==> src/hw/rtl/assert_macros.svh <==
// Assertion macros used by the RTL core of the dispatch table.
`ifndef ASSERT_MACROS_SVH
`define ASSERT_MACROS_SVH

// Check a property on every rising clk_i edge, ignored while rst_ni is low.
`define SIDT_ASSERT(lbl, prop, msg) \
  lbl: assert property (@(posedge clk_i) disable iff (!rst_ni) prop) else $error(msg);

// Check a property on every rising clk_i edge, reset included.
`define SIDT_ASSERT_ALWAYS(lbl, prop, msg) \
  lbl: assert property (@(posedge clk_i) prop) else $error(msg);

`endif

==> src/hw/rtl/sidt_pkg.sv <==
// Package of the service instance dispatch table: widths, defaults and codes.
package sidt_pkg;

  localparam int unsigned NumInstancesDef = 16;
  localparam int unsigned NumServicesDef  = 16;
  localparam int unsigned PerServiceDef   = 8;

  localparam int unsigned KindW   = 2;
  localparam int unsigned IdInW   = 4;
  localparam int unsigned SvcInW  = 4;
  localparam int unsigned HashW   = 32;
  localparam int unsigned StatusW = 3;
  localparam int unsigned ResIdW  = 5;
  localparam int unsigned TotalW  = 5;

  // result_id value that means no instance
  localparam logic [ResIdW-1:0] NoneId = 5'd16;

  typedef enum logic [KindW-1:0] {
    KIND_START  = 2'd0,
    KIND_READY  = 2'd1,
    KIND_STOP   = 2'd2,
    KIND_LOOKUP = 2'd3
  } kind_e;

  typedef enum logic [StatusW-1:0] {
    RES_OK       = 3'd0,
    RES_NO_IDS   = 3'd1,
    RES_CONFLICT = 3'd2,
    RES_WRONG    = 3'd3,
    RES_FULL     = 3'd4
  } res_e;

  typedef enum logic [1:0] {
    INST_FREE     = 2'd0,
    INST_STARTING = 2'd1,
    INST_RUNNING  = 2'd2
  } inst_e;

endpackage

==> src/hw/rtl/sidt_in_if.sv <==
// Request channel of the dispatch table: valid, ready and one command item.
interface sidt_in_if
  import sidt_pkg::*;
();
  logic              valid;
  logic              ready;
  logic [KindW-1:0]  kind;
  logic              use_requested;
  logic [IdInW-1:0]  inst_id;
  logic [SvcInW-1:0] svc_id;
  logic [HashW-1:0]  rss_hash;

  modport source (
    output valid, kind, use_requested, inst_id, svc_id, rss_hash,
    input  ready
  );
  modport sink (
    input  valid, kind, use_requested, inst_id, svc_id, rss_hash,
    output ready
  );
endinterface

==> src/hw/rtl/sidt_out_if.sv <==
// Response channel of the dispatch table: valid, ready and one result item.
interface sidt_out_if
  import sidt_pkg::*;
();
  logic               valid;
  logic               ready;
  logic [StatusW-1:0] status;
  logic [ResIdW-1:0]  result_id;
  logic [TotalW-1:0]  running_total;

  modport source (
    output valid, status, result_id, running_total,
    input  ready
  );
  modport sink (
    input  valid, status, result_id, running_total,
    output ready
  );
endinterface

==> src/hw/rtl/sidt_ram.sv <==
// Generic single-write, single-read RAM with registered read data.
module sidt_ram #(
  parameter  int unsigned Width = 4,
  parameter  int unsigned Depth = 128,
  localparam int unsigned AddrW = (Depth > 1) ? $clog2(Depth) : 1
) (
  input  logic             clk_i,
  input  logic             we_i,
  input  logic [AddrW-1:0] waddr_i,
  input  logic [Width-1:0] wdata_i,
  input  logic [AddrW-1:0] raddr_i,
  output logic [Width-1:0] rdata_o
);

  logic [Width-1:0] mem_q [Depth];

  always_ff @(posedge clk_i) begin
    if (we_i) begin
      mem_q[waddr_i] <= wdata_i;
    end
    rdata_o <= mem_q[raddr_i];
  end

endmodule

==> src/hw/rtl/service_instance_dispatch_table_core.sv <==
// Top level of the service instance dispatch table with its sequencer.
//
// Usage: commands enter on req_i (start, ready, stop, lookup) and each
// command gives exactly one result on rsp_o. Both channels transfer when
// valid and ready are high at a rising clk_i edge.
// req_i.ready is high only while the sequencer is idle; one command is in
// work at a time. The result sits in an output register, so a new command
// is taken while an earlier result still waits for rsp_o.ready.
// Sequencer steps from request transfer to result valid:
//   start with requested id, ready, failed checks, empty lookup: decode only
//   start with allocation: one status probe per id from the pointer on, up to
//     the first id not running or the last id; none once the pointer is exhausted
//   stop: one member RAM read and compare per list entry searched, then a
//     read and a write per entry moved up through the single RAM read port
//   lookup: a 32-step restoring remainder then one member RAM read
// Reset (rst_ni low, asynchronous) frees all instances, empties all lists
// and clears the pointer and running count; the member RAM keeps its data.
// A stalled receiver holds the result and the next command waits in its
// final step until the output register frees.
`include "assert_macros.svh"

module service_instance_dispatch_table_core
  import sidt_pkg::*;
#(
  parameter int unsigned NumInstances = NumInstancesDef,
  parameter int unsigned NumServices  = NumServicesDef,
  parameter int unsigned PerService   = PerServiceDef
) (
  input  logic        clk_i,
  input  logic        rst_ni,
  sidt_in_if.sink     req_i,
  sidt_out_if.source  rsp_o
);

  localparam int unsigned IdW   = $clog2(NumInstances);
  localparam int unsigned PtrW  = $clog2(NumInstances + 1);
  localparam int unsigned RunW  = $clog2(NumInstances + 1);
  localparam int unsigned SvcW  = (NumServices > 1) ? $clog2(NumServices) : 1;
  localparam int unsigned CntW  = $clog2(PerService + 1);
  localparam int unsigned Depth = NumServices * PerService;
  localparam int unsigned AddrW = (Depth > 1) ? $clog2(Depth) : 1;
  localparam int unsigned BitW  = $clog2(HashW);

  typedef enum logic [10:0] {
    ST_IDLE     = 11'b000_0000_0001,
    ST_DECODE   = 11'b000_0000_0010,
    ST_ALLOC    = 11'b000_0000_0100,
    ST_SRCH_RD  = 11'b000_0000_1000,
    ST_SRCH_CMP = 11'b000_0001_0000,
    ST_SH_RD    = 11'b000_0010_0000,
    ST_SH_WR    = 11'b000_0100_0000,
    ST_DIV      = 11'b000_1000_0000,
    ST_LK_RD    = 11'b001_0000_0000,
    ST_LK_WAIT  = 11'b010_0000_0000,
    ST_EMIT     = 11'b100_0000_0000
  } state_e;

  state_e state_q, state_d;

  // Table state
  inst_e           inst_status_q [NumInstances];
  logic [SvcW-1:0] inst_svc_q    [NumInstances];
  logic [CntW-1:0] svc_count_q   [NumServices];
  logic [PtrW-1:0] ptr_q, ptr_d;
  logic [RunW-1:0] run_q, run_d;

  // Command in work
  kind_e              kind_q;
  logic               use_q;
  logic [IdInW-1:0]   iid_q;
  logic [SvcInW-1:0]  sid_q;
  logic [HashW-1:0]   hash_q, hash_d;
  logic [SvcW-1:0]    svc_q, svc_d;
  logic [CntW-1:0]    n_q, n_d;
  logic [CntW-1:0]    k_q, k_d;
  logic [CntW-1:0]    rem_q, rem_d;
  logic [BitW-1:0]    bit_q, bit_d;
  res_e               res_status_q, res_status_d;
  logic [ResIdW-1:0]  res_id_q, res_id_d;

  // Output register
  logic               out_valid_q, out_valid_d;
  res_e               out_status_q;
  logic [ResIdW-1:0]  out_id_q;
  logic [TotalW-1:0]  out_total_q;
  logic               out_load;

  // Table write controls
  logic            stat_we;
  logic [IdW-1:0]  stat_idx;
  inst_e           stat_val;
  logic            isvc_we;
  logic [SvcW-1:0] isvc_val;
  logic            cnt_we;
  logic [SvcW-1:0] cnt_idx;
  logic [CntW-1:0] cnt_val;

  // Member RAM
  logic             mem_we;
  logic [AddrW-1:0] mem_waddr;
  logic [IdW-1:0]   mem_wdata;
  logic [AddrW-1:0] mem_raddr;
  logic [IdW-1:0]   mem_rdata;

  // Decode helpers
  logic            iid_ok, sid_ok;
  logic [IdW-1:0]  iid_idx;
  logic [SvcW-1:0] sid_idx, svc_sel;
  logic [CntW-1:0] cnt_sel;
  logic [AddrW-1:0] svc_base;
  logic [CntW:0]   trial;
  logic [IdW-1:0]  alloc_id;
  logic            stop_done, stop_shrink;

  assign iid_ok   = 32'(iid_q) < NumInstances;
  assign sid_ok   = 32'(sid_q) < NumServices;
  assign iid_idx  = IdW'(iid_q);
  assign sid_idx  = SvcW'(sid_q);
  assign svc_sel  = (kind_q == KIND_STOP) ? inst_svc_q[iid_idx] : sid_idx;
  assign cnt_sel  = svc_count_q[svc_sel];
  assign svc_base = AddrW'(32'(svc_q) * PerService);
  assign trial    = {rem_q, hash_q[HashW-1]};
  assign alloc_id = IdW'(ptr_q);

  assign req_i.ready         = (state_q == ST_IDLE);
  assign rsp_o.valid         = out_valid_q;
  assign rsp_o.status        = out_status_q;
  assign rsp_o.result_id     = out_id_q;
  assign rsp_o.running_total = out_total_q;

  always_comb begin
    state_d      = state_q;
    ptr_d        = ptr_q;
    run_d        = run_q;
    hash_d       = hash_q;
    svc_d        = svc_q;
    n_d          = n_q;
    k_d          = k_q;
    rem_d        = rem_q;
    bit_d        = bit_q;
    res_status_d = res_status_q;
    res_id_d     = res_id_q;
    stat_we      = 1'b0;
    stat_idx     = iid_idx;
    stat_val     = INST_STARTING;
    isvc_we      = 1'b0;
    isvc_val     = '0;
    cnt_we       = 1'b0;
    cnt_idx      = svc_sel;
    cnt_val      = cnt_sel + 1'b1;
    mem_we       = 1'b0;
    mem_waddr    = AddrW'(32'(svc_sel) * PerService + 32'(cnt_sel));
    mem_wdata    = iid_idx;
    mem_raddr    = svc_base + AddrW'(k_q);
    stop_done    = 1'b0;
    stop_shrink  = 1'b0;
    out_load     = 1'b0;

    case (state_q)
      ST_IDLE: begin
        if (req_i.valid) begin
          hash_d  = req_i.rss_hash;
          state_d = ST_DECODE;
        end
      end

      ST_DECODE: begin
        svc_d   = svc_sel;
        n_d     = cnt_sel;
        k_d     = '0;
        rem_d   = '0;
        bit_d   = BitW'(HashW - 1);
        state_d = ST_EMIT;
        res_id_d = NoneId;
        case (kind_q)
          KIND_START: begin
            if (!use_q) begin
              state_d = ST_ALLOC;
            end else if (!iid_ok) begin
              res_status_d = RES_NO_IDS;
            end else if (inst_status_q[iid_idx] == INST_RUNNING) begin
              res_status_d = RES_CONFLICT;
            end else begin
              stat_we      = 1'b1;
              res_status_d = RES_OK;
              res_id_d     = ResIdW'(iid_q);
            end
          end
          KIND_READY: begin
            if (!iid_ok || !sid_ok || inst_status_q[iid_idx] != INST_STARTING) begin
              res_status_d = RES_WRONG;
            end else if (cnt_sel >= CntW'(PerService)) begin
              res_status_d = RES_FULL;
            end else begin
              stat_we      = 1'b1;
              stat_val     = INST_RUNNING;
              isvc_we      = 1'b1;
              isvc_val     = sid_idx;
              cnt_we       = 1'b1;
              mem_we       = 1'b1;
              run_d        = run_q + 1'b1;
              res_status_d = RES_OK;
              res_id_d     = ResIdW'(iid_q);
            end
          end
          KIND_STOP: begin
            if (!iid_ok || inst_status_q[iid_idx] != INST_RUNNING) begin
              res_status_d = RES_WRONG;
            end else if (cnt_sel == '0) begin
              stop_done = 1'b1;
            end else begin
              state_d = ST_SRCH_RD;
            end
          end
          default: begin
            if (!sid_ok) begin
              res_status_d = RES_WRONG;
            end else if (cnt_sel == '0) begin
              res_status_d = RES_OK;
              res_id_d     = '0;
            end else begin
              state_d = ST_DIV;
            end
          end
        endcase
      end

      ST_ALLOC: begin
        res_id_d = NoneId;
        if (ptr_q >= PtrW'(NumInstances)) begin
          res_status_d = RES_NO_IDS;
          state_d      = ST_EMIT;
        end else begin
          ptr_d = ptr_q + 1'b1;
          if (inst_status_q[alloc_id] != INST_RUNNING) begin
            stat_we      = 1'b1;
            stat_idx     = alloc_id;
            res_status_d = RES_OK;
            res_id_d     = ResIdW'(ptr_q);
            state_d      = ST_EMIT;
          end else if (ptr_q == PtrW'(NumInstances - 1)) begin
            // last id taken was running: the walk ends on a conflict
            res_status_d = RES_CONFLICT;
            state_d      = ST_EMIT;
          end
        end
      end

      ST_SRCH_RD: begin
        state_d = ST_SRCH_CMP;
      end

      ST_SRCH_CMP: begin
        if (mem_rdata == iid_idx) begin
          if ((k_q + 1'b1) < n_q) begin
            state_d = ST_SH_RD;
          end else begin
            stop_shrink = 1'b1;
            stop_done   = 1'b1;
          end
        end else begin
          k_d = k_q + 1'b1;
          if ((k_q + 1'b1) >= n_q) begin
            stop_done = 1'b1;
          end else begin
            state_d = ST_SRCH_RD;
          end
        end
      end

      ST_SH_RD: begin
        mem_raddr = svc_base + AddrW'(k_q) + 1'b1;
        state_d   = ST_SH_WR;
      end

      ST_SH_WR: begin
        // move the next member up by one place
        mem_we    = 1'b1;
        mem_waddr = svc_base + AddrW'(k_q);
        mem_wdata = mem_rdata;
        k_d       = k_q + 1'b1;
        if ((CntW'(k_q) + CntW'(2)) < n_q) begin
          state_d = ST_SH_RD;
        end else begin
          stop_shrink = 1'b1;
          stop_done   = 1'b1;
        end
      end

      ST_DIV: begin
        hash_d = {hash_q[HashW-2:0], 1'b0};
        if (trial >= {1'b0, n_q}) begin
          rem_d = CntW'(trial - {1'b0, n_q});
        end else begin
          rem_d = CntW'(trial);
        end
        bit_d = bit_q - 1'b1;
        if (bit_q == '0) begin
          state_d = ST_LK_RD;
        end
      end

      ST_LK_RD: begin
        mem_raddr = svc_base + AddrW'(rem_q);
        state_d   = ST_LK_WAIT;
      end

      ST_LK_WAIT: begin
        res_status_d = RES_OK;
        res_id_d     = ResIdW'(mem_rdata);
        state_d      = ST_EMIT;
      end

      ST_EMIT: begin
        if (!out_valid_q || rsp_o.ready) begin
          out_load = 1'b1;
          state_d  = ST_IDLE;
        end
      end

      default: begin
        state_d = ST_IDLE;
      end
    endcase

    if (stop_done) begin
      stat_we      = 1'b1;
      stat_val     = INST_FREE;
      isvc_we      = 1'b1;
      isvc_val     = '0;
      if (run_q != '0) begin
        run_d = run_q - 1'b1;
      end
      res_status_d = RES_OK;
      res_id_d     = ResIdW'(iid_q);
      state_d      = ST_EMIT;
    end
    if (stop_shrink) begin
      cnt_we  = 1'b1;
      cnt_idx = svc_q;
      cnt_val = n_q - 1'b1;
    end

    out_valid_d = out_valid_q;
    if (out_load) begin
      out_valid_d = 1'b1;
    end else if (rsp_o.ready) begin
      out_valid_d = 1'b0;
    end
  end

  always_ff @(posedge clk_i or negedge rst_ni) begin
    if (!rst_ni) begin
      state_q     <= ST_IDLE;
      ptr_q       <= '0;
      run_q       <= '0;
      out_valid_q <= 1'b0;
      for (int i = 0; i < NumInstances; i++) begin
        inst_status_q[i] <= INST_FREE;
        inst_svc_q[i]    <= '0;
      end
      for (int s = 0; s < NumServices; s++) begin
        svc_count_q[s] <= '0;
      end
    end else begin
      state_q     <= state_d;
      ptr_q       <= ptr_d;
      run_q       <= run_d;
      out_valid_q <= out_valid_d;
      if (stat_we) begin
        inst_status_q[stat_idx] <= stat_val;
      end
      if (isvc_we) begin
        inst_svc_q[iid_idx] <= isvc_val;
      end
      if (cnt_we) begin
        svc_count_q[cnt_idx] <= cnt_val;
      end
    end
  end

  always_ff @(posedge clk_i) begin
    if (state_q == ST_IDLE && req_i.valid) begin
      kind_q <= kind_e'(req_i.kind);
      use_q  <= req_i.use_requested;
      iid_q  <= req_i.inst_id;
      sid_q  <= req_i.svc_id;
    end
    hash_q       <= hash_d;
    svc_q        <= svc_d;
    n_q          <= n_d;
    k_q          <= k_d;
    rem_q        <= rem_d;
    bit_q        <= bit_d;
    res_status_q <= res_status_d;
    res_id_q     <= res_id_d;
    if (out_load) begin
      out_status_q <= res_status_q;
      out_id_q     <= res_id_q;
      out_total_q  <= TotalW'(run_q);
    end
  end

  sidt_ram #(
    .Width (IdW),
    .Depth (Depth)
  ) u_members (
    .clk_i   (clk_i),
    .we_i    (mem_we),
    .waddr_i (mem_waddr),
    .wdata_i (mem_wdata),
    .raddr_i (mem_raddr),
    .rdata_o (mem_rdata)
  );

  `SIDT_ASSERT(a_busy_after_take, req_i.valid && req_i.ready |=> state_q != ST_IDLE,
    "sequencer idle right after a request transfer")
  `SIDT_ASSERT(a_run_bound, 32'(run_q) <= NumInstances,
    "running count above the number of instances")
  `SIDT_ASSERT(a_rem_bound, state_q == ST_LK_RD |-> rem_q < n_q,
    "lookup index outside the service list")
  `SIDT_ASSERT_ALWAYS(a_onehot_state, !rst_ni || $onehot(state_q),
    "sequencer state not one-hot")

endmodule
==> src/flat_wrapper.sv <==
// flat-port wrapper written by rule: the top's interface ports become plain ports
module service_instance_dispatch_table_core_flat import sidt_pkg::*;
#(
  parameter int unsigned NumInstances = NumInstancesDef,
  parameter int unsigned NumServices  = NumServicesDef,
  parameter int unsigned PerService   = PerServiceDef
)
  (clk_i, rst_ni, req_i_valid, req_i_kind, req_i_use_requested, req_i_inst_id, req_i_svc_id, req_i_rss_hash, req_i_ready, rsp_o_valid, rsp_o_status, rsp_o_result_id, rsp_o_running_total, rsp_o_ready);
  sidt_in_if req_i_i ();
  sidt_out_if rsp_o_i ();
  input  logic clk_i;
  input  logic rst_ni;
  input wire logic [$bits(req_i_i.valid)-1:0] req_i_valid;
  input wire logic [$bits(req_i_i.kind)-1:0] req_i_kind;
  input wire logic [$bits(req_i_i.use_requested)-1:0] req_i_use_requested;
  input wire logic [$bits(req_i_i.inst_id)-1:0] req_i_inst_id;
  input wire logic [$bits(req_i_i.svc_id)-1:0] req_i_svc_id;
  input wire logic [$bits(req_i_i.rss_hash)-1:0] req_i_rss_hash;
  output wire logic [$bits(req_i_i.ready)-1:0] req_i_ready;
  output wire logic [$bits(rsp_o_i.valid)-1:0] rsp_o_valid;
  output wire logic [$bits(rsp_o_i.status)-1:0] rsp_o_status;
  output wire logic [$bits(rsp_o_i.result_id)-1:0] rsp_o_result_id;
  output wire logic [$bits(rsp_o_i.running_total)-1:0] rsp_o_running_total;
  input wire logic [$bits(rsp_o_i.ready)-1:0] rsp_o_ready;
  assign req_i_i.valid = req_i_valid;
  assign req_i_i.kind = req_i_kind;
  assign req_i_i.use_requested = req_i_use_requested;
  assign req_i_i.inst_id = req_i_inst_id;
  assign req_i_i.svc_id = req_i_svc_id;
  assign req_i_i.rss_hash = req_i_rss_hash;
  assign req_i_ready = req_i_i.ready;
  assign rsp_o_valid = rsp_o_i.valid;
  assign rsp_o_status = rsp_o_i.status;
  assign rsp_o_result_id = rsp_o_i.result_id;
  assign rsp_o_running_total = rsp_o_i.running_total;
  assign rsp_o_i.ready = rsp_o_ready;
  service_instance_dispatch_table_core #(.NumInstances(NumInstances), .NumServices(NumServices), .PerService(PerService)) u_core (.clk_i(clk_i), .rst_ni(rst_ni), .req_i(req_i_i), .rsp_o(rsp_o_i));
endmodule
==> config.mk <==
export PLATFORM = sky130hd
export DESIGN_NAME = service_instance_dispatch_table_core_flat
export DESIGN_NICKNAME = d
export VERILOG_FILES = /design/src/hw/rtl/sidt_pkg.sv /design/src/hw/rtl/sidt_in_if.sv /design/src/hw/rtl/sidt_out_if.sv /design/src/hw/rtl/sidt_ram.sv /design/src/hw/rtl/service_instance_dispatch_table_core.sv /design/src/flat_wrapper.sv
export VERILOG_INCLUDE_DIRS = /design/src /design/src/hw/rtl
export SDC_FILE = /design/constraint.sdc
export NUM_CORES = 1
export LEC_CHECK = 0
export BUFFER_PORTS_ARGS = -buffer_cell sky130_fd_sc_hd__clkbuf_2
export CORE_MARGIN = 2
export CORE_UTILIZATION = 40
export CTS_CLUSTER_DIAMETER = 50
export DETAILED_ROUTE_END_ITERATION = 8
export PLACE_DENSITY = 0.61
export REMOVE_ABC_BUFFERS = 1
export SYNTH_ARGS = -nofsm -noshare
export SYNTH_HDL_FRONTEND = slang
export SYNTH_SLANG_ARGS = --single-unit
==> constraint.sdc <==
create_clock -name clk_i -period 4.9 [get_ports clk_i]
set_input_delay 0 -clock clk_i [delete_from_list [all_inputs] [get_ports clk_i]]
set_output_delay 0 -clock clk_i [all_outputs]
set_load 0.02 [all_outputs]
* Word-level counts from Yosys, hierarchy flattened
Memories as Yosys holds them, arrays and structs flattened. A register that Yosys moved wholly into a read port is not among the register bits.
Index checks and enable logic that the tools add are counted.
** Storage, ports and cells
- Bits in registers :: 267
- Latch bits :: 0
- Memory bits (writable) :: 512
- ROM bits :: 0
- Bits of input ports :: 47
- Output and inout port bits :: 15
- Logic and storage cells :: 276
- Memories :: 1
** Memories
- u_core.u_members.mem_q :: words 128, bits a word 4, rd ports 1, clocked after memory_dff 1, write ports 1, RTL line sidt_ram.sv:15 : logic [Width-1:0] mem_q [Depth];
** Operators by class
- Add/sub/neg operators :: 13
- Multipliers :: 0
- Div/mod/pow operators :: 0
- Order comparisons :: 14
- Eq/ne operators :: 32
- Shift operators :: 0
- Multiplexer cells :: 121
- Bitwise operators :: 6
- Reduce and logical (&&, ||, !) cells :: 21
** Operator list (count)
- 11-bit two-way mux :: 15
- 64-bit bitwise mux :: 2
- 11-bit case mux with 11 select lines :: 1
- 4-bit two-way mux :: 21
- 5-bit two-way mux :: 13
- 32-bit case mux with 2 select lines :: 1
- 11-bit case mux with 3 select lines :: 1
- 4-bit binary-select mux with 4-bit select :: 2
- 32-bit bitwise mux :: 1
- 4-bit demux with 4-bit select :: 2
- 32-bit two-way mux :: 1
- 5-bit >= comparator, second input constant :: 6
- 5-bit case mux with 3 select lines :: 2
- 1-bit two-way mux :: 25
- 4-bit inverter with 5-bit output :: 5
- 3-bit two-way mux :: 8
- 2-bit two-way mux :: 11
- 7-bit by 4-bit adder with 7-bit output :: 3
- 3-bit case mux with 3 select lines :: 2
- 2-bit binary-select mux with 4-bit select :: 2
- 5-bit by 1-bit less-than comparator with 1-bit output, second input constant :: 3
- 7-bit case mux with 2 select lines :: 1
- 4-bit case mux with 3 select lines :: 1
- 11-bit by 1-bit == test with 1-bit output, second input constant :: 1
- other kinds (54) :: 77

* Logic depth before layout (Yosys ltp)
Gate-level depths: netlist of run 1.
- Depth in word-level cells :: 16
- Mapped depth :: 22
- Gate-level depth less buffers :: 16

* Cells and area by module
Synthesis of run 1 repeated with hierarchy kept, for this count alone.
** Second synthesis, totals
- Cells, all modules :: 2171
- Area total of the unflattened synthesis :: 34284.1 um2
** Modules (own cells, without submodules)
- sidt_ram :: times used 1, cells an instance 908, area an instance 20193.1 um2, seq. area each 15454.8 um2
- service_instance_dispatch_table_core :: times used 1, cells an instance 1263, area an instance 14091.0 um2, seq. area each 7068.0 um2

* Worst setup path before layout of run 1
No wires, ideal clock.
- Path type :: flip-flop to flip-flop
- From :: register u_core.iid_q[1], in the netlist u_core.iid_idx[1]
- To :: memory u_core.u_members.mem_q[10][0], enable pin
- Library setup time :: 329 ps
- Arrival time :: 4182 ps
- Data required time :: 4571 ps
- Path slack :: 388 ps
- Cell stages (with the launch flop) :: 21
- Path buffers :: 5
- Period minus slack after synthesis :: 4512 ps
- Cells stage by stage :: edfxtp_1 -> buf_2 -> buf_6 -> mux2_4 -> a222oi_1 -> o211ai_2 -> nand2_2 -> inv_2 -> buf_6 -> a211oi_2 -> o22ai_2 -> nor2_4 -> inv_2 -> ha_1 -> ha_1 -> xnor2_1 -> a21o_1 -> or2_2 -> clkbuf_1 -> clkbuf_1 -> nor2_1
** Between the ends
- Cells in the longest elaborated chain, start to end :: 16
- Elaborated cells on any way between the ends :: 22
- Those cells by class :: 1 x add/sub; 1 x order compare; 1 x eq/ne; 17 x mux; 2 x bitwise
** Ends and longest elaborated chain
- start: declaration :: RTL line service_instance_dispatch_table_core.sv:70 : logic [IdInW-1:0] iid_q;
- start signal: assignment :: RTL line service_instance_dispatch_table_core.sv:386 : iid_q <= req_i.inst_id;
- 4-bit inverter with 5-bit output (not written as such) * :: RTL line service_instance_dispatch_table_core.sv:119 : assign svc_sel = (kind_q == KIND_STOP) ? inst_svc_q[iid_idx] : sid_idx;
- 4-bit binary-select mux with 4-bit select * :: RTL line service_instance_dispatch_table_core.sv:119
- 4-bit two-way mux (not written as such) * (2 in series) :: RTL line service_instance_dispatch_table_core.sv:119
- 4-bit two-way mux * :: RTL line service_instance_dispatch_table_core.sv:119
- 4-bit inverter with 5-bit output (not written as such) * :: RTL line service_instance_dispatch_table_core.sv:120 : assign cnt_sel = svc_count_q[svc_sel];
- 4-bit binary-select mux with 4-bit select * :: RTL line service_instance_dispatch_table_core.sv:120
- 4-bit two-way mux (not written as such) * (2 in series) :: RTL line service_instance_dispatch_table_core.sv:120
- named net u_core.cnt_sel[3] :: RTL line service_instance_dispatch_table_core.sv:109 : logic [CntW-1:0] cnt_sel;
- 4-bit >= comparator :: RTL line service_instance_dispatch_table_core.sv:192 : end else if (cnt_sel >= CntW'(PerService)) begin
- 1-bit two-way mux :: RTL line service_instance_dispatch_table_core.sv:192
- 1-bit two-way mux :: RTL line service_instance_dispatch_table_core.sv:190 : if (!iid_ok || !sid_ok || inst_status_q[iid_idx] != INST_STARTING) begin
- 1-bit two-way mux :: RTL line service_instance_dispatch_table_core.sv:175 : case (kind_q)
- 1-bit case mux with 2 select lines :: RTL line service_instance_dispatch_table_core.sv:159 : case (state_q)
- 1-bit two-way mux :: RTL line sidt_ram.sv:18 : if (we_i) begin
- 1-bit two-way mux (not written as such) :: RTL line sidt_ram.sv:19 : mem_q[waddr_i] <= wdata_i;
- end: declaration :: RTL line sidt_ram.sv:15
Mark *: on every way through the listed nets, which the timed path passes. The rest lies on a longest branch. The select of a mux whose other input is x is not followed.

* Worst setup path after layout of run 1
- From :: register u_core.iid_q[1], in the netlist u_core.iid_idx[1]
- To :: register u_core.inst_status_q[3] (netlist name)
** Between the ends
- Cells in the longest elaborated chain, start to end :: 16
- Elaborated cells on any way between the ends :: 45
- Those cells by class :: 3 x order compare; 4 x eq/ne; 33 x mux; 3 x bitwise; 2 x reduce/logical
** Ends and longest elaborated chain
- 4-bit inverter with 5-bit output (not written as such) * :: RTL line service_instance_dispatch_table_core.sv:119
- 4-bit binary-select mux with 4-bit select * :: RTL line service_instance_dispatch_table_core.sv:119
- 4-bit two-way mux (not written as such) * (2 in series) :: RTL line service_instance_dispatch_table_core.sv:119
- 4-bit two-way mux * :: RTL line service_instance_dispatch_table_core.sv:119
- 4-bit inverter with 5-bit output (not written as such) * :: RTL line service_instance_dispatch_table_core.sv:120
- 4-bit binary-select mux with 4-bit select * :: RTL line service_instance_dispatch_table_core.sv:120
- 4-bit two-way mux (not written as such) * (2 in series) :: RTL line service_instance_dispatch_table_core.sv:120
- named net u_core.cnt_sel[0] :: RTL line service_instance_dispatch_table_core.sv:109
- parallel branches: the longest is 7 deep, another holds 4-bit >= comparator
- end signal: indexed assignment :: RTL line service_instance_dispatch_table_core.sv:371 : inst_status_q[stat_idx] <= stat_val;
- end: declaration :: RTL line service_instance_dispatch_table_core.sv:61 : inst_e inst_status_q [NumInstances];
Mark *: on every way through the listed nets, which the timed path passes. The select of a mux whose other input is x is not followed.
A chain may end at the register's enable or synchronous reset.

==> metrics.yaml, run 1 <==
logic_synthesis:
  yosys.cell_types.count: 99
  yosysSeqAreaShare_pct: 63.2
  syn_avg_cell_area_um2: 11.8
  ys.flop_type: "edfxtp_1"
  synth-edff-count: 593
  synth_area_mm2: 0.0356
  async_reset_ff_share_pct: 23.2
  ys_ff_latch: 783
  syn-instance-count: 3015
  yosysWarnings: 0
sta:
  period_needed_ns: 4.75
  max_freq_mhz: 210
  rsz0062_at_grt: "yes"
  fin_skew_ns: 0.0317
  hold_ws_ns: 0.0348
  setup_violations: 0
  worst_slew_pin_slew_ns: 1.15
  hold_viol: 0
  slew_headroom_pct: 22.3
  fin_crit_sh_pct: 97.0
  slew_viol_final: 0
placed_design:
  gp_congestion: 0.878
  hpwl_um: 59400
  io_buffers: 61
  place_inst: 4146
global_route:
  grt_overflow: 0
  antenna_found_initial: 1
  grt_pass1_vias: 24392
  grt_first_pass_wirelength_um: 144000
  track_usage_pct: 20.3
  grt_max_degree: 173
finish:
  final_nets: 3204
  diodes: 0
  utilization_pct: 46.8
  nFillCells: 7985
  area_growth_syn_to_layout_pct: 16.2
  fin_cells: 4373
  layout-drive-gt1-share_pct: 15.8
worst_setup_path:
  cpPeakStageDelay_ns: 0.59
  r2r_end: "u_core.inst_status_q[3]"
  path_class: "register to register"
  reg2regPathDepth: 16
  worstPathRequired_ns: 5.42
  crit_chain: "buf_12 -> mux2i_1 -> a221o_1 -> o211ai_2 -> nand2_2 -> inv_2 -> buf_12 -> mux4_2 -> nand3_1 -> nand4_2 -> inv_2 -> ha_1 -> nand2_1 -> o311a_4 -> nand2_2 -> a31oi_1"
  cp_max_fo: 78
  crit_path_end_kind: "register"
  arrival_ns: 5.27
  crit_slowest_cell: "o311a_4"
  startpoint_type: "register"
  reg2reg_slack_ns: 0.15
  timing.rr.start: "u_core.iid_idx[1]"
floorplanning:
  die_h_um: 302
  core-area_mm2: 0.0884
  rows: 109
  die_area_mm2: 0.0914
  dieWidth_um: 302
  start_util_pct: 40.3
  ios: 62
run:
  maxCapViolCount: 0
clock_tree:
  clockBufferDepth: 3
  clock_latency_ns: 0.66
  cts_tree: "yes"
  clock-sinks: 783
  cts-buffers-inserted: 95
  clockRootBuffer: "clkbuf_16"
  clkSlewWorstSetupHoldPaths_ns: 0.06
  h-tree-depth: 3
route:
  drt_iter0_markers: 2510
  drt-pass1-iter-count: 5
  wire_per_inst_um: 21.4
  via_per_inst: 5.74
  ant_nets: 0
  routed_wl_um: 93700
  drcViolationCount: 0
  dr_total_vias: 25087
pwr:
  power_mw: 19.4
  ir_drop_mv: 0.293
  pwr_density_cell_mw_per_mm2: 468
  leakage_nw: 15.3
worst_hold_path:
  min_path_type: "primary input to async pin"
run_status:
  status: "finished, final reports clean"
-- layout make-up --
class	instances	area, um^2	share of cell area [%]
clock inverter	69	658	1.59
clock buffer	109	2450	5.93
multi-input combinational	1974	12300	29.7
inverter	52	195	0.472
sequential	783	22500	54.4
tap	1165	1460	3.52
timing repair buffer	221	1820	4.40
-- worst max-delay path: cells and delay by family, from the launching register on --
family | cells | cell delay, ns
buf+inv | 4 | 0.78
simple gates | 5 | 0.78
flops | 1 | 0.51
fa+ha+maj | 1 | 0.27
compound gates | 4 | 1.53
mux | 2 | 0.67
-- timing repair --
| item | CTS | global route |
|---|---|---|
| gates resized for setup | 4 | 42 |
| hold endpoints to repair | 241 | 0 |
| cloned | 0 | 0 |
| pin swaps | 1 | 1 |
| hold buffers | 47 | 0 |
| setup endpoints to repair | 39 | 544 |
| buffers inserted | 1 | 1 |
-- worst max-delay path by stage --
stage | from | endpoint | slack, ns
floorplan | u_core.state_q[0] | u_core.u_members.rdata_o[1] | -6.28
global placement | u_core.iid_idx[1] | u_core.u_members.mem_q[100][2] | -0.003
detailed placement | u_core.iid_idx[1] | u_core.u_members.mem_q[73][0] | -0.04
CTS | u_core.iid_idx[1] | u_core.u_members.mem_q[78][0] | -0.03
global route | u_core.iid_idx[1] | u_core.inst_svc_q[29] | -0.11
finish | u_core.iid_idx[1] | u_core.inst_status_q[3] | 0.15
-- synthesized netlist by cell type (5+ instances only) --
library cell,number,share of area (%)
nor2_1,194,2.0
nand2_1,459,4.8
nor3_1,27,0.38
buf_6,5,0.16
ha_1,29,1.0
a211oi_1,155,3.3
and3_1,151,2.7
buf_2,29,0.41
nor3b_1,7,0.15
o21ai_1,15,0.21
or2_2,5,0.088
nor4_1,7,0.12
mux2i_1,37,1.0
nor2b_1,37,0.65
o31ai_1,8,0.17
a31oi_1,122,2.1
a311oi_1,49,1.2
nand4_1,9,0.16
a22oi_1,22,0.46
mux4_2,18,1.1
inv_1,46,0.48
a32oi_1,18,0.44
xor2_1,6,0.15
a31o_2,5,0.12
clkbuf_1,155,1.6
mux2_2,59,1.9
a221o_1,7,0.20
dfxtp_1,8,0.45
o22ai_1,16,0.28
edfxtp_1,593,50
nand3_1,66,0.93
buf_1,14,0.15
nand2b_1,16,0.28
or3_1,7,0.12
a21oi_1,114,1.6
o21ai_0,139,2.0
and2_1,34,0.60
nand3b_1,19,0.40
dfrtp_1,181,13
xnor2_1,17,0.42
o211ai_1,5,0.11
a21o_1,7,0.15
o21a_1,6,0.13
-- routing by layer --
| layer | global-route usage [%] | share of wire, % | up-vias |
|---|---|---|---|
| li1 | - | - | 11622 |
| met1 | 27.6 | 43 | 12532 |
| met2 | 33.8 | 49 | 779 |
| met3 | 2.64 | 5.9 | 154 |
| met4 | 6.47 | 2.5 | 0 |
| met5 | 0 | 0 | - |
-- metrics by stage --
stage | TNS [ns] | area (um^2) | setup WS [ns]
final | 0 | 41400 | 0.149
after global routing | -1.73 | 41400 | -0.112
after CTS | -0.279 | 41300 | -0.0281
after detailed placement | -0.258 | 37700 | -0.0379
after global placement | -0.0106 | 37700 | -0.00271
after floorplan | -467.85 | 34800 | -6.28
-- cell families after synthesis --
| group | share of synthesized area (%) |
|---|---|
| flops | 63.2 |
| simple gates | 14.2 |
| buf+inv | 2.95 |
| xor+xnor | 0.566 |
| compound gates | 13.8 |
| fa+ha+maj | 1.08 |
| mux | 4.18 |
-- report_power, final --
part | leakage (nW) | switching (mW) | total, mW | internal (mW)
logic | 5.83 | 3.15 | 4.56 | 1.42
clock network | 1.52 | 2.89 | 6.92 | 4.03
registers | 7.91 | 0.204 | 7.90 | 7.70
-- cell usage in the layout, fill, tap and decap left out, drive strengths merged, types with 66 or more instances in the layout --
| cell | instances |
|---|---|
| a211oi | 157 |
| dfrtp | 181 |
| inv | 69 |
| nand2 | 461 |
| edfxtp | 593 |
| a31oi | 123 |
| clkbuf | 169 |
| buf | 114 |
| a21oi | 115 |
| nand3 | 66 |
| o21ai | 154 |
| nor2 | 195 |
| and3 | 151 |
-- registers in the layout, summed over array words and instances, names as in the netlist, 5 cells and up --
signal,flops
u_core.state_q,11
u_core.inst_status_q,32
u_core.run_q,5
u_core.res_id_q,5
u_core.inst_svc_q,64
u_core.rsp_o.result_id,5
u_core.rsp_o.running_total,5
u_core.bit_q,5
u_core.svc_count_q,64
u_core.hash_q,32
u_core.ptr_q,5
u_core.u_members.mem_q,512
No activity file was read; power rests on OpenSTA's default activity.
==> run 2, diff against run 1 <==
--- a/config.mk
+++ b/config.mk
@@ -15,4 +15,5 @@
 export REMOVE_ABC_BUFFERS = 1
 export SYNTH_ARGS = -nofsm -noshare
 export SYNTH_HDL_FRONTEND = slang
+export SYNTH_HIERARCHICAL = 1
 export SYNTH_SLANG_ARGS = --single-unit
==> run 2 against run 1 <==
Effect of this change:
- sequential cell count stayed put
- clock skew grew 0.0029 ns
- design area down 2.0%
- clock power is 1% lower
- critical path type unchanged
- critical endpoint is now u_core/u_members/rdata_o[3]
- highest routed layer unchanged
==> metrics.yaml, run 2 <==
worst_setup_path:
  crit_chain: "nor2_1 -> nand2_1 -> or4_1 -> nor3_1 -> and3b_1 -> buf_4 -> a21oi_1 -> nand2_4 -> buf_12 -> mux4_2 -> mux4_2 -> mux4_2 -> mux2_2"
  path_class: "register to register"
  cpPeakStageDelay_ns: 0.55
  reg2regPathDepth: 13
  arrival_ns: 5.23
  cp.depth: 13
  cp_max_fo: 128
  reg2reg_slack_ns: 0.20
  timing.rr.start: "u_core/state_q[2]"
  r2r_end: "u_core/u_members/rdata_o[3]"
  worstPathRequired_ns: 5.43
  crit_family: "multiplexers"
  crit_path_end_kind: "register"
  path_common_cell: "mux4_2"
  crit_slowest_cell: "mux4_2"
  startpoint_type: "register"
  cp.buffers_inverters: 2
route:
  via_per_inst: 5.64
  wire_per_inst_um: 23.5
  drt_iter0_markers: 1845
  dr_total_vias: 20238
  ant_nets: 0
  routed_wl_um: 84200
  drt-pass1-iter-count: 6
  drcViolationCount: 0
logic_synthesis:
  synth_area_leaders: "edfxtp_1, dfrtp_1, mux4_2"
  synth-edff-count: 593
  ys.flop_type: "edfxtp_1"
  yosys.cell_types.count: 86
  synth_top_area_share_pct: 51.9
  yosysWarnings: 6
  synth_most_common_cell: "edfxtp_1"
  syn_avg_cell_area_um2: 15.8
  synthTopCellsByCount: "edfxtp_1, mux4_2, nor2_1"
  yosysSeqAreaShare_pct: 65.7
  yosysTopAreaCell: "edfxtp_1"
  async_reset_ff_share_pct: 23.2
  syn-instance-count: 2171
  ys_ff_latch: 783
  synth_area_mm2: 0.0343
finish:
  layout_commonest_cell: "edfxtp_1"
  diodes: 0
  area_growth_syn_to_layout_pct: 18.3
  ff_latch_area_mm2: 0.0225
  nFillCells: 7087
  final_nets: 2447
  layout-drive-gt1-share_pct: 32.5
  largest_reg_flops: 512
  fin_area_mm2: 0.0405
  reg_top3: "u_core/u_members/mem_q x512, u_core/inst_svc_q x64, u_core/svc_count_q x64"
  multi_input_area_mm2: 0.0115
  regMostFlops: "u_core/u_members/mem_q"
  layout_common_cells: "edfxtp_1, mux4_2, dfrtp_1"
floorplanning:
  die_h_um: 297
  die_area_mm2: 0.0881
  dieWidth_um: 297
  start_util_pct: 40.3
  rows: 107
  ios: 62
  core-area_mm2: 0.0850
sta:
  hold_viol: 0
  fin_ws_ns: 0.202
  slew_viol_final: 0
  rsz0062_at_grt: "no"
  slew_headroom_pct: 16.8
  setup_violations: 0
  hold_ws_ns: 0.0811
  period_needed_ns: 4.70
  fin_crit_sh_pct: 95.9
  worst_slew_pin_slew_ns: 1.24
  max_freq_mhz: 213
  fin_skew_ns: 0.0346
pwr:
  ir_drop_mv: 0.347
  leakage_nw: 14.3
  power_mw: 18.9
  pwr_density_cell_mw_per_mm2: 466
global_route:
  grt_pass1_vias: 20835
  track_usage_pct: 19.1
  grt_first_pass_wirelength_um: 130000
  antenna_found_initial: 2
  grt_overflow: 0
  grt_max_degree: 129
worst_hold_path:
  min_path_type: "primary input to register"
  hold_path_depth: 5
  holdPathEnd: "u_core/state_q[1]"
  min_from: "req_i_valid"
run_status:
  status: "finished, final reports clean"
clock_tree:
  clock_latency_ns: 0.65
  clockBufferDepth: 3
  h-tree-depth: 3
  clkSlewWorstSetupHoldPaths_ns: 0.06
  clock-sinks: 783
  cts_tree: "yes"
  cts-buffers-inserted: 88
  clockRootBuffer: "clkbuf_16"
placed_design:
  pre_cts_ws_ns: -0.184
  hpwl_um: 55700
  gp_congestion: 0.880
  placed_cell_area_mm2: 0.0365
  io_buffers: 61
run:
  maxCapViolCount: 0
## run 2: kinds of logic after synthesis
| family | after synthesis | share of synthesized area, % |
|---|---|---|
| flip-flops | 783 | 65.7 |
| AND/OR/NAND/NOR | 510 | 7.19 |
| multiplexers | 331 | 17.1 |
| AO/OA/AOI/OAI | 326 | 6.01 |
| buffers and inverters | 165 | 2.26 |
| adder cells (fa/ha/maj) | 30 | 1.12 |
| XOR/XNOR | 26 | 0.664 |
## run 2: per-layer routing
layer  vias up  part of all wire, %  global-route usage [%]  wire (um)
li1       8879                    -                       -          -
met1     10525                   41                    25.6      34800
met2       700                   50                    32.5      42500
met3       134                  5.9                    3.03       5000
met4         0                  2.3                    5.32       1930
met5         -                    0                       0          0
## run 2: worst max-delay path by stage
stage / startpoint / endpoint / slack (ns)
final: u_core/state_q[2] / u_core/u_members/rdata_o[3] / 0.20
after detailed placement: u_core/iid_idx[0] / u_core/u_members/mem_q[78][2] / -0.18
after CTS: u_core/iid_idx[0] / u_core/u_members/mem_q[60][1] / 0.0003
after floorplan: u_core/state_q[3] / u_core/u_members/rdata_o[0] / -9.45
after global placement: u_core/iid_idx[0] / u_core/u_members/mem_q[58][0] / -0.13
after global routing: u_core/iid_idx[1] / u_core/u_members/mem_q[106][3] / 0.002
## run 2: timing repair
| action | 4_1_cts | 5_1_grt |
|---|---|---|
| pin swaps | 0 | 2 |
| gates resized for setup | 12 | 148 |
| buffers inserted | 1 | 1 |
| endpoints found under the setup margin | 96 | 497 |
| hold endpoints to repair | 128 | 0 |
| hold buffers | 47 | 0 |
## run 2: layout make-up
cell class                      count  area share [%]
Sequential cell                   783            55.5
Clock buffer                      103            5.78
Inverter                           50           0.475
Tap cell                         1144            3.53
Clock inverter                     59            1.69
Multi-Input combinational cell   1223            28.4
Timing Repair Buffer              224            4.57
## run 2: worst register-to-register path: cells and delay by family, from the launching register on
family	cells	cell delay, ns
AO/OA/AOI/OAI	1	0.11
multiplexers	4	1.96
buffers and inverters	2	0.69
AND/OR/NAND/NOR	6	1.40
flip-flops	1	0.42
## run 2: report_power, final
group	internal, mW	switching, mW
combinational	1.65	2.53
clock	4.09	2.74
sequential	7.67	0.222
## run 2: stage by stage
step | setup TNS [ns] | instances | utilization [%]
3_3_place_gp | -5.33 | 3375 | 43.0
3_5_place_dp | -6.50 | 3375 | 43.0
5_1_grt | 0 | 3586 | 47.7
2_1_floorplan | -314.18 | 2056 | -
4_1_cts | 0 | 3585 | 47.1
6_report | 0 | 3586 | 47.7
